File: src/thnq_pkg.sv
package thnq_pkg;

  localparam int ROW_W    = 64;
  localparam int PERSON_W = 6;
  localparam int NUM_W    = 7;
  localparam int PADDR_W  = 3;
  localparam int PDATA_W  = 32;

  localparam logic KIND_WRITE = 1'b0;
  localparam logic KIND_QUERY = 1'b1;

  // register index as decoded from paddr[2]
  localparam logic REG_NUM_PEOPLE = 1'b0;

  localparam logic [NUM_W-1:0] NUM_PEOPLE_RST = 7'd64;

  typedef enum logic [2:0] {
    S_IDLE,
    S_SELF_RD,
    S_SELF,
    S_SCAN,
    S_DONE
  } thnq_state_t;

  typedef struct packed {
    logic wr_en;
    logic q_start;
    logic rd_self;
    logic rd_scan;
    logic ld_direct;
    logic acc_en;
    logic ld_out;
  } thnq_cmd_t;

  typedef struct packed {
    logic oob;
    logic last;
  } thnq_stat_t;

endpackage

File: src/thnq_ctrl.sv
module thnq_ctrl
  import thnq_pkg::*;
(
  input  logic       clk,
  input  logic       rst_n,
  input  logic       start,
  input  logic       in_kind,
  input  thnq_stat_t stat,
  output thnq_cmd_t  cmd,
  output logic       busy,
  output logic       out_valid
);

  thnq_state_t state_r, state_nxt;
  logic        out_valid_r, out_valid_nxt;

  always_ff @(posedge clk) begin
    if (!rst_n) begin
      state_r     <= S_IDLE;
      out_valid_r <= 1'b0;
    end else begin
      state_r     <= state_nxt;
      out_valid_r <= out_valid_nxt;
    end
  end

  always_comb begin
    state_nxt     = state_r;
    cmd           = '0;
    out_valid_nxt = 1'b0;
    unique case (state_r)
      S_IDLE: begin
        if (start) begin
          if (in_kind == KIND_WRITE) begin
            cmd.wr_en = 1'b1;
          end else begin
            cmd.q_start = 1'b1;
            state_nxt   = stat.oob ? S_DONE : S_SELF_RD;
          end
        end
      end
      S_SELF_RD: begin
        cmd.rd_self = 1'b1;
        state_nxt   = S_SELF;
      end
      S_SELF: begin
        cmd.ld_direct = 1'b1;
        cmd.rd_scan   = 1'b1;
        state_nxt     = S_SCAN;
      end
      S_SCAN: begin
        // fold pending row, prefetch the next one
        cmd.acc_en = 1'b1;
        if (stat.last) begin
          state_nxt = S_DONE;
        end else begin
          cmd.rd_scan = 1'b1;
        end
      end
      S_DONE: begin
        cmd.ld_out    = 1'b1;
        out_valid_nxt = 1'b1;
        state_nxt     = S_IDLE;
      end
      default: begin
        state_nxt = S_IDLE;
      end
    endcase
  end

  assign busy      = (state_r != S_IDLE);
  assign out_valid = out_valid_r;

endmodule

File: config.mk
export PLATFORM = sky130hd
export DESIGN_NAME = thnq_ctrl
export DESIGN_NICKNAME = d
export VERILOG_FILES = /design/src/thnq_pkg.sv /design/src/thnq_ctrl.sv
export SDC_FILE = /design/constraint.sdc
export NUM_CORES = 1
export LEC_CHECK = 0
export BUFFER_PORTS_ARGS = -buffer_cell sky130_fd_sc_hd__buf_2
export CELL_PAD_IN_SITES_DETAIL_PLACEMENT = 0
export CELL_PAD_IN_SITES_GLOBAL_PLACEMENT = 1
export CORE_AREA = 2 2 39 41
export DETAILED_ROUTE_END_ITERATION = 6
export DIE_AREA = 0 0 41 43
export GPL_ROUTABILITY_DRIVEN = 0
export MAX_ROUTING_LAYER = met4
export PLACE_DENSITY_LB_ADDON = 0.12
export REMOVE_ABC_BUFFERS = 1
export SLEW_MARGIN = 10
export SYNTH_ARGS = -nofsm -noshare
export SYNTH_HDL_FRONTEND = slang
export SYNTH_SLANG_ARGS = --single-unit
File: constraint.sdc
create_clock -name clk -period 1.5 [get_ports clk]
set_input_delay 0.075 -clock clk [delete_from_list [all_inputs] [get_ports clk]]
set_output_delay 0.075 -clock clk [all_outputs]
set_load 0.02 [all_outputs]
Word level (Yosys, flattened, before mapping) --
Cells that the tools add are included.
Word-level totals: word-level logic and storage cells 27, bits in registers 4, output and inout port bits 9
Operators by class: equal/unequal tests 7, reductions and logical operators 3, muxes and demuxes 15
Operators by type and width (count):
- 3-bit two-way mux | 4
- 3-bit one-hot mux with 4 select lines | 1
- 1-bit two-way mux | 7
- 3-bit by 2-bit equality test with 1-bit output, second input constant | 2
- 2-bit != test, second input constant | 3
- 2-bit two-way mux | 2
- 3-bit by 1-bit equality test with 1-bit output, second input constant | 1
- 3-bit equality test, second input constant | 1
- 3-bit zero test | 1
- 3-bit AND reduction | 1
- 3-bit nonzero test | 1
- 1-bit one-hot mux with 2 select lines | 1

Longest topological paths before layout --
Gate-level depths: netlist of the first run.
depth after elaboration 4, mapped depth 4, depth with buffers taken out 3

Worst setup path after synthesis of the first run --
Ideal clock, no wire load.
kind reg-to-reg, start reg state_r[0], end reg state_r[2], arrival 1.229 ns, required time 1.440 ns, stages on the path, launching flop included 5, slack 0.211 ns, buffers on the path 1, cells stage by stage dfxtp_1 > or3_1 > buf_6 > nor2_2 > a32o_2
On the way: longest elaborated chain between the ends 3, elaborated cells on any way between the ends 9, classes of those cells eq/ne: 6; mux: 1; reduce/logical: 2
Ends and longest elaborated chain:
- start: declaration | line thnq_ctrl.sv:14 | thnq_state_t state_r, state_nxt;
- start signal: assignment | line thnq_ctrl.sv:22 | state_r <= state_nxt;
- 3-bit by 2-bit equality test with 1-bit output / 3-bit zero test (equally long branches) | line thnq_ctrl.sv:31 | unique case (state_r)
- 2-bit != test (no line)
- 3-bit AND reduction (no line)
Parallel ways exist; a longest one is shown, timed or not. A chain may end at the register's enable or synchronous reset.

==> results of run 1 <==
## worst max-delay path, stage by stage (launching register included)
cell and delay, ns:
dfxtp_1 0.35, or3_4 0.44, nor3b_2 0.16, buf_2 0.18
## metal layers
metal	up-vias	part of all wire, %	wire [um]
met5	-	0	0
met3	2	5.0	28
met1	96	36	201
met2	8	56	313
li1	120	-	-
met4	0	2.7	15
## how the worst max path moves through the flow
stage	end	depth (start not counted)	slack, ns
6_report	cmd[6]	3	0.07
5_1_grt	cmd[6]	3	0.02
4_1_cts	cmd[6]	3	0.05
3_5_place_dp	cmd[6]	3	0.25
3_3_place_gp	cmd[6]	3	0.28
2_1_floorplan	state_r[2]	3	0.15
## sequential cells by signal, indices dropped and copies added (netlist names)
signal     flops
out_valid      1
state_r        3
## stage by stage
step                      hold slack, ns  setup WS [ns]
after CTS                          0.104         0.0540
final                              0.106         0.0734
after global routing               0.109         0.0224
after floorplan                    0.197          0.147
after global placement             0.357          0.280
after detailed placement           0.354          0.251
## area by class of cell
class / instances / area [um2]
Clock buffer: 3 / 22.5
Fill cell: 163 / 1050
Tap cell: 16 / 20.0
Sequential cell: 4 / 80.1
Multi-Input combinational cell: 19 / 134
Timing Repair Buffer: 14 / 70.1
Inverter: 1 / 3.75
## cells in the mapped netlist
| cell type | number |
|---|---|
| buf_4 | 1 |
| nor2_1 | 3 |
| and2_1 | 2 |
| nor3b_1 | 2 |
| nand2b_1 | 1 |
| nor3b_2 | 1 |
| nand3_1 | 1 |
| inv_1 | 1 |
| nand2b_4 | 1 |
| dfxtp_1 | 4 |
| or3_1 | 1 |
| buf_6 | 1 |
| a21oi_1 | 1 |
| o211a_1 | 1 |
| nor2_2 | 1 |
| o21ai_0 | 1 |
| nor3_1 | 1 |
| a32o_2 | 1 |
| nand2_1 | 1 |
## what timing repair did
item / 4_1_cts / 5_1_grt
endpoints found under the setup margin: 1 / 0
endpoints found under the hold margin: 0 / 0
resized for setup: 1 / 0
## cell families after synthesis
logic type / synth area share [%]
and+or+nand+nor: 42.2
buffers and inverters: 9.73
AOI/OAI and AO/OA: 13.5
DFF: 34.6
## power by group
group,switching [mW],internal (mW),total [mW]
clock,0.0428,0.0894,0.132
combinational,0.0497,0.0394,0.0891
sequential,0.00691,0.113,0.120
total,0.0995,0.242,0.341
==> reports/qor.txt, run 1 <==
outcome: finished clean
DR vias: 226
final setup fails: 0
Slew headroom: 83.5%
Min-Delay Path Depth: 2
diode count: 0
Pre-Repair DR Iteration Count: 1
routed len/inst: 9.81 um
fin. max-slew vios: 0
Setup TNS: 0 ns
Total Power: 0.341 mW
VDD IR max: 0.278 mV
total CTS buffers: 3
Worst EP required: 1.42 ns
Clk Latency, worst-skew pair: 0.23 ns
f_max: 701 MHz
Syn Area/Cell: 8.90 um2
final instance area: 330 um2
met1 GRT Util: 8.36%
area grow syn2layout: 42.7%
Initial DRC Count: 0
Clock transition at path regs: 0.04 ns
clk_skew: 0.000957 ns
Reg2Reg Launch Point: state_r[0]
Critical Path AT: 1.35 ns
Reg2Reg Capture Point: state_r[0]
PwrDens: 1030 nW/um2
die height: 43 um
Setup Fix Bufs, Post-CTS: 0
vias in the first global route: 207
Die Wd: 41 um
Vias/cell: 3.96
R2R cell count: 3
Die ar.: 1760 um2
Hold Crit Class: primary input to flip-flop
DRC Markers: 0
# IOs: 15
Unique masters post-synth: 19
most frequent cells in the layout: buf_2, dfxtp_1, nor2_1, clkbuf_4
H-tree Lvls: 1
Synth Instances: 26
Tmin final: 1.43 ns
Detailed Place HPWL: 472 um
commonest non-fill, non-tap cell in the layout: buf_2
# rows: 14
CP startpoint: state_r[0]
Placement Cell Area: 303 um2
Cells after DPL: 54
worst-margin pin slew: 0.247 ns
CTS tree: built
r2r setup slk: 0.35 ns
Yosys top cell area share: 34.6%
CP max FO: 7
final period utilization: 95.1%
Routed Antenna Nets: 0
crit end category: output port
Total Routed Length: 559 um
largest net degree at the start of global routing: 8
Root Buffer: clkbuf_4
Core Footprint: 1380 um2
gr ovfl total: 0
hold path endpoint: out_valid
# hold bufs at CTS: 0
Hold Vio Cnt, Final: 0
sequential area share after synthesis: 34.6%
unrepaired setup endpoints after global routing: no
CP Launch Type: flip-flop
antenna violations before repair: 0
CTS sink count: 4
leakage power figure: 0.176 nW
first-pass GRT wire length: 834 um
GR Util met2: 10.3%
final core occ: 23.9%
IO buf count: 14
Yosys reg bits: 4
Overall Global Routing Usage: 7.92%
Top Usage Layer GRT: met2
# nets final: 49
Syn Std Cell Area: 231 um2
clock buffer depth: 2
max-cap viol count: 0
Hold Crit Start: rst_n
main area contributors after synthesis: dfxtp_1, nor3b_1, nand2b_4
Starting Density: 16.7%
share of cells above drive strength 1: 53.7%
Global Route met3 Usage: 1.57%
Non-Filler Instances: 57
Ys Warns: 0
cell accounting for the most synthesized area: dfxtp_1
WS Path Type: flip-flop to output port
Power figures use the tool's default switching activity.
==> run 2: changes to the inputs <==
Settings changed: ABC_AREA set to 1, SKIP_CTS_REPAIR_TIMING set to 1.
==> reports/qor.txt, run 2 <==
Synth Instances: 40 (was 26)
Vias/cell: 4.15 (was 3.96)
CP max FO: 6 (was 7)
leakage power figure: 0.216 nW (was 0.176 nW)
cell accounting for the most synthesized area: dfxtp_1 (unchanged)
Fin Hold WS: 0.118 ns (was 0.106 ns)
area grow syn2layout: 41.2% (was 42.7%)
Worst EP required: 1.42 ns (about the same)
Yosys reg bits: 4 (unchanged)
max-cap viol count: 0 (unchanged)
Initial DRC Count: 2 (was 0)
Syn Std Cell Area: 255 um2 (was 231 um2)
WS Path Type: flip-flop to output port (unchanged)
Syn Area/Cell: 6.38 um2 (was 8.90 um2)
unrepaired setup endpoints after global routing: no (unchanged)
Hold Crit Class: primary input to flip-flop (unchanged)
Reg area: 80.1 um2 (unchanged)
DR vias: 299 (was 226)
routed len/inst: 8.96 um (was 9.81 um)
Starting Density: 18.4% (was 16.7%)
IO buf count: 14 (unchanged)
PnR worst setup slack: 0.205 ns (was 0.0734 ns)
Unique masters post-synth: 17 (was 19)
Post-synth top cells: nor2_1, inv_1, nand2_1, dfxtp_1, nand3_1 (was dfxtp_1, nor2_1, and2_1, nor3b_1)
largest net degree at the start of global routing: 7 (was 8)
total CTS buffers: 3 (unchanged)
most frequent cells in the layout: buf_2, nor2_1, inv_1, nand2_1, dfxtp_1 (was buf_2, dfxtp_1, nor2_1, clkbuf_4)
Die ar.: 1760 um2 (unchanged)
sequential area share after synthesis: 31.4% (was 34.6%)
VDD IR max: 0.266 mV (was 0.278 mV)
DRC Markers: 0 (unchanged)
Pre-Repair DR Iteration Count: 3 (was 1)
PwrDens: 1320 nW/um2 (was 1030 nW/um2)
Root Buffer: clkbuf_4 (unchanged)
CP Launch Type: flip-flop (unchanged)
gr ovfl total: 0 (unchanged)
pre-CTS WS: 0.439 ns (was 0.251 ns)
Critical Path AT: 1.22 ns (was 1.35 ns)
first-pass GRT wire length: 1070 um (was 834 um)
Clk Latency, worst-skew pair: 0.23 ns (about the same)
Setup TNS: 0 ns (unchanged)
Detailed Place HPWL: 544 um (was 472 um)
Overall Global Routing Usage: 9.45% (was 7.92%)
worst-margin pin slew: 0.252 ns (was 0.247 ns)
Ys Warns: 0 (unchanged)
Clock transition at path regs: 0.04 ns (about the same)
Total Routed Length: 645 um (was 559 um)
most flop-heavy register: state_r (unchanged)
clock buffer depth: 2 (unchanged)
CTS tree: built (unchanged)
outcome: finished clean (unchanged)
share of cells above drive strength 1: 39.3% (was 53.7%)
Hold Vio Cnt, Final: 0 (unchanged)
final core occ: 26.0% (was 23.9%)
ys async rst share: 0% (unchanged)
CTS sink count: 4 (unchanged)
number of synthesized flops with an enable pin: 0 (unchanged)
Slew headroom: 83.0% (was 83.5%)
clk_skew: 0.00119 ns (was 0.000957 ns)
antenna violations before repair: 0 (unchanged)
# rows: 14 (unchanged)
final setup fails: 0 (unchanged)
Core Footprint: 1380 um2 (unchanged)
Main synth FF type: dfxtp_1 (unchanged)
Die Wd: 41 um (unchanged)
Min-Delay Path Depth: 3 (was 2)
Largest register FFs: 3 (unchanged)
# IOs: 15 (unchanged)
# nets final: 64 (was 49)
area taken by multi-input logic gates: 138 um2 (was 134 um2)
Yosys top cell area share: 31.4% (was 34.6%)
main area contributors after synthesis: dfxtp_1, nor2_1, inv_1 (was dfxtp_1, nor3b_1, nand2b_4)
crit end category: output port (unchanged)
die height: 43 um (unchanged)
Routed Antenna Nets: 0 (unchanged)
H-tree Lvls: 1 (unchanged)
Tmin final: 1.30 ns (was 1.43 ns)
diode count: 0 (unchanged)
fillcell total: 166 (was 163)
R2R cell count: 5 (was 3)
commonest non-fill, non-tap cell in the layout: buf_2 (unchanged)
vias in the first global route: 278 (was 207)
top-count cell post-synth: nor2_1 (was dfxtp_1)
fin. max-slew vios: 0 (unchanged)
final period utilization: 86.3% (was 95.1%)
f_max: 772 MHz (was 701 MHz)
-- run 2: critical path: stages, from the launching register on --
cell	delay, ns
dfxtp_1	0.35
nor2_2	0.19
nand2_2	0.10
nor3b_1	0.17
buf_2	0.19
-- run 2: path summary, 6_finish.rpt --
path / from / end / slack [ns]
setup / recovery: state_r[0] / cmd[6] / 0.20
hold / removal: rst_n / state_r[1] / 0.12
setup reg to reg: state_r[0] / state_r[2] / 0.52
hold reg to reg: state_r[1] / out_valid / 0.52
-- run 2: power by group --
group / switching, mW / internal (mW) / total, mW
Sequential: 0.0221 / 0.124 / 0.146
Combinational: 0.132 / 0.0654 / 0.197
Clock: 0.0418 / 0.0893 / 0.131
Total: 0.196 / 0.278 / 0.474
-- run 2: layout make-up --
class,count,area share (%)
clock buffers,3,6.25
repair buffers,14,19.4
well taps,16,5.56
flip-flops and latches,4,22.2
multi-input cells,27,38.2
inverters,8,8.33
-- run 2: cell families (layout without fill, tap and decap cells) --
family | after synthesis | in the layout | share of synthesized area (%)
and+or+nand+nor | 25 | 25 | 50.0
buffers and inverters | 9 | 25 | 14.7
DFF | 4 | 4 | 31.4
AOI/OAI and AO/OA | 2 | 2 | 3.92
-- run 2: routing by layer --
metal	vias up	global-route usage, %	wire length, um
met4	0	4.00	0
li1	156	-	-
met2	13	14.7	323
met3	0	4.71	51
met5	-	-	0
met1	130	9.58	270
-- run 2: through the flow --
| step | cell area, um2 | power [mW] | std cells |
|---|---|---|---|
| after floorplan | 248 | 0.282 | 39 |
| after global placement | 338 | 0.351 | 69 |
| after detailed placement | 338 | 0.348 | 69 |
| after CTS | 360 | 0.484 | 72 |
| after global routing | 360 | 0.514 | 72 |
| final | 360 | 0.474 | 72 |
==> run 3: changes to the inputs <==
==> constraint.sdc (replaced) <==
create_clock -name clk -period 1.3 [get_ports clk]
set_input_delay 0.26 -clock clk [delete_from_list [all_inputs] [get_ports clk]]
set_output_delay 0.26 -clock clk [all_outputs]
set_load 0.02 [all_outputs]
==> reports/qor.txt, run 3 (synthesis results as in run 2) <==
outcome: finished, violations left (was finished clean)
Reg power frac: 27.1% (was 30.8%)
CTS sink count: 4 (unchanged)
PwrDens: 1450 nW/um2 (was 1320 nW/um2)
antenna violations before repair: 0 (unchanged)
Hold Crit Start: rst_n (unchanged)
unrepaired setup endpoints after global routing: yes (was no)
leakage power figure: 0.240 nW (was 0.216 nW)
Detailed Place HPWL: 537 um (was 544 um)
Starting Density: 18.4% (unchanged)
Cells after DPL: 71 (was 69)
Pre-Repair DR Iteration Count: 2 (was 3)
final instance area: 433 um2 (was 360 um2)
largest net degree at the start of global routing: 7 (unchanged)
routed len/inst: 8.21 um (was 8.96 um)
Clk Latency, worst-skew pair: 0.23 ns (about the same)
Placement Cell Area: 353 um2 (was 338 um2)
Reg2Reg Capture Point: state_r[2] (unchanged)
net switching power: 0.243 mW (was 0.196 mW)
H-tree Lvls: 1 (unchanged)
CP max stage cell: dfxtp_4 (was dfxtp_1)
DRC Markers: 0 (unchanged)
Critical Path AT: 1.11 ns (was 1.22 ns)
Die Wd: 41 um (unchanged)
Non-Filler Instances: 76 (was 72)
final setup fails: 2 (was 0)
Routed Antenna Nets: 0 (unchanged)
VDD IR max: 0.496 mV (was 0.266 mV)
failing checks: setup timing
crit path cell chain: nor2_4 > nand2_4 > nor3b_2 > buf_4 (was nor2_2 > nand2_2 > nor3b_1 > buf_2)
Total Routed Length: 624 um (was 645 um)
diode count: 0 (unchanged)
Largest register FFs: 3 (unchanged)
Comb power frac: 49.1% (was 41.6%)
Initial DRC Count: 3 (was 2)
clk_skew: 0.00533 ns (was 0.00119 ns)
gr ovfl total: 0 (unchanged)
Die ar.: 1760 um2 (unchanged)
Buf/Inv on CP: 1 (unchanged)
Reg2Reg Launch Point: state_r[1] (was state_r[0])
Core Footprint: 1380 um2 (unchanged)
Reg area: 86.3 um2 (was 80.1 um2)
r2r setup slk: 0.33 ns (was 0.52 ns)
worst-margin pin slew: 0.227 ns (was 0.252 ns)
share of cells above drive strength 1: 53.3% (was 39.3%)
crit-path leading delay family: simple AND/OR/NAND/NOR gates (unchanged)
Clock transition at path regs: 0.04 ns (about the same)
Worst EP required: 1.04 ns (was 1.42 ns)
first-pass GRT wire length: 1040 um (was 1070 um)
Overall Global Routing Usage: 8.94% (was 9.45%)
# rows: 14 (unchanged)
Slew headroom: 84.8% (was 83.0%)
WS Path Type: flip-flop to output port (unchanged)
CP max stage delay: 0.35 ns (about the same)
fin. max-slew vios: 0 (unchanged)
R2R cell count: 6 (was 5)
Hold Vio Cnt, Final: 0 (unchanged)
clock buffer depth: 2 (unchanged)
final period utilization: 106%
most frequent cells in the layout: buf_4, buf_2, nor2_1, inv_1, nand2_1 (was buf_2, nor2_1, inv_1, nand2_1, dfxtp_1)
final core occ: 31.3% (was 26.0%)
most flop-heavy register: state_r (unchanged)
# nets final: 68 (was 64)
fillcell total: 148 (was 166)
CP Launch Type: flip-flop (unchanged)
Root Buffer: clkbuf_4 (unchanged)
CTS tree: built (unchanged)
DR vias: 299 (unchanged)
clock network fraction of total power: 23.8% (was 27.7%)
# IOs: 15 (unchanged)
IO buf count: 14 (unchanged)
CP max FO: 5 (was 6)
die height: 43 um (unchanged)
vias in the first global route: 282 (was 278)
Min-Delay Path Depth: 3 (unchanged)
f_max: 728 MHz
Hold Crit Class: primary input to flip-flop (unchanged)
area grow syn2layout: 69.6% (was 41.2%)
total CTS buffers: 3 (unchanged)
max-cap viol count: 0 (unchanged)
Sw Ratio: 38.7% (was 41.3%)
Tmin final: 1.37 ns
hold path endpoint: state_r[0] (was state_r[1])
PnR worst setup slack: -0.0737 ns (was 0.205 ns)
Fin Hold WS: 0.274 ns (was 0.118 ns)
Vias/cell: 3.93 (was 4.15)
commonest non-fill, non-tap cell in the layout: buf_4 (was buf_2)
crit end category: output port (unchanged)
Int Pwr: 0.385 mW (was 0.278 mW)
area taken by multi-input logic gates: 155 um2 (was 138 um2)
[run 3: cell types whose count changed in the layout (fill, tap and decap cells not counted), sizes merged]
cell	delta
buf	+4
[run 3: power by group through the flow]
stage               sequential (mW)  combinational (mW)  clock [mW]
floorplan                     0.171               0.154           0
global placement              0.165               0.250           0
detailed placement            0.165               0.249           0
CTS                           0.163               0.250       0.159
global route                  0.174               0.343       0.165
finish                        0.170               0.309       0.150
[run 3: tightest hold or removal path: cells and delay by family]
family | cells | cell delay [ns]
simple gates | 1 | 0.06
compound gates | 1 | 0.03
buf+inv | 1 | 0.11
[run 3: worst max path at each step]
| stage | startpoint | end | slack [ns] | depth (start not counted) |
|---|---|---|---|---|
| floorplan | state_r[0] | cmd[6] | -0.13 | 3 |
| global placement | state_r[0] | cmd[6] | 0.09 | 4 |
| detailed placement | state_r[0] | cmd[6] | 0.09 | 4 |
| CTS | state_r[0] | cmd[6] | -0.17 | 4 |
| global route | state_r[1] | cmd[6] | -0.14 | 4 |
| finish | state_r[1] | cmd[6] | -0.07 | 4 |
[run 3: layout make-up]
| type | instances | area share (%) |
|---|---|---|
| clock buffers | 3 | 5.20 |
| inverters | 8 | 6.94 |
| repair buffers | 18 | 27.5 |
| flip-flops and latches | 4 | 19.9 |
| well taps | 16 | 4.62 |
| multi-input cells | 27 | 35.8 |
[run 3: through the flow]
step	setup slack, ns	TNS, ns	power, mW
2_1_floorplan	-0.131	-0.131	0.326
3_3_place_gp	0.0903	0	0.415
3_5_place_dp	0.0872	0	0.413
4_1_cts	-0.175	-0.536	0.572
5_1_grt	-0.144	-0.330	0.682
6_report	-0.0737	-0.103	0.628
[run 3: metal layers]
layer	part of all wire, %	vias to the layer above	track usage (%)	wire length (um)
met3	5.9	0	3.14	37
met1	48	125	11.5	300
li1	-	163	-	-
met4	0	0	4.00	0
met2	46	11	12.2	286
met5	0	-	-	0
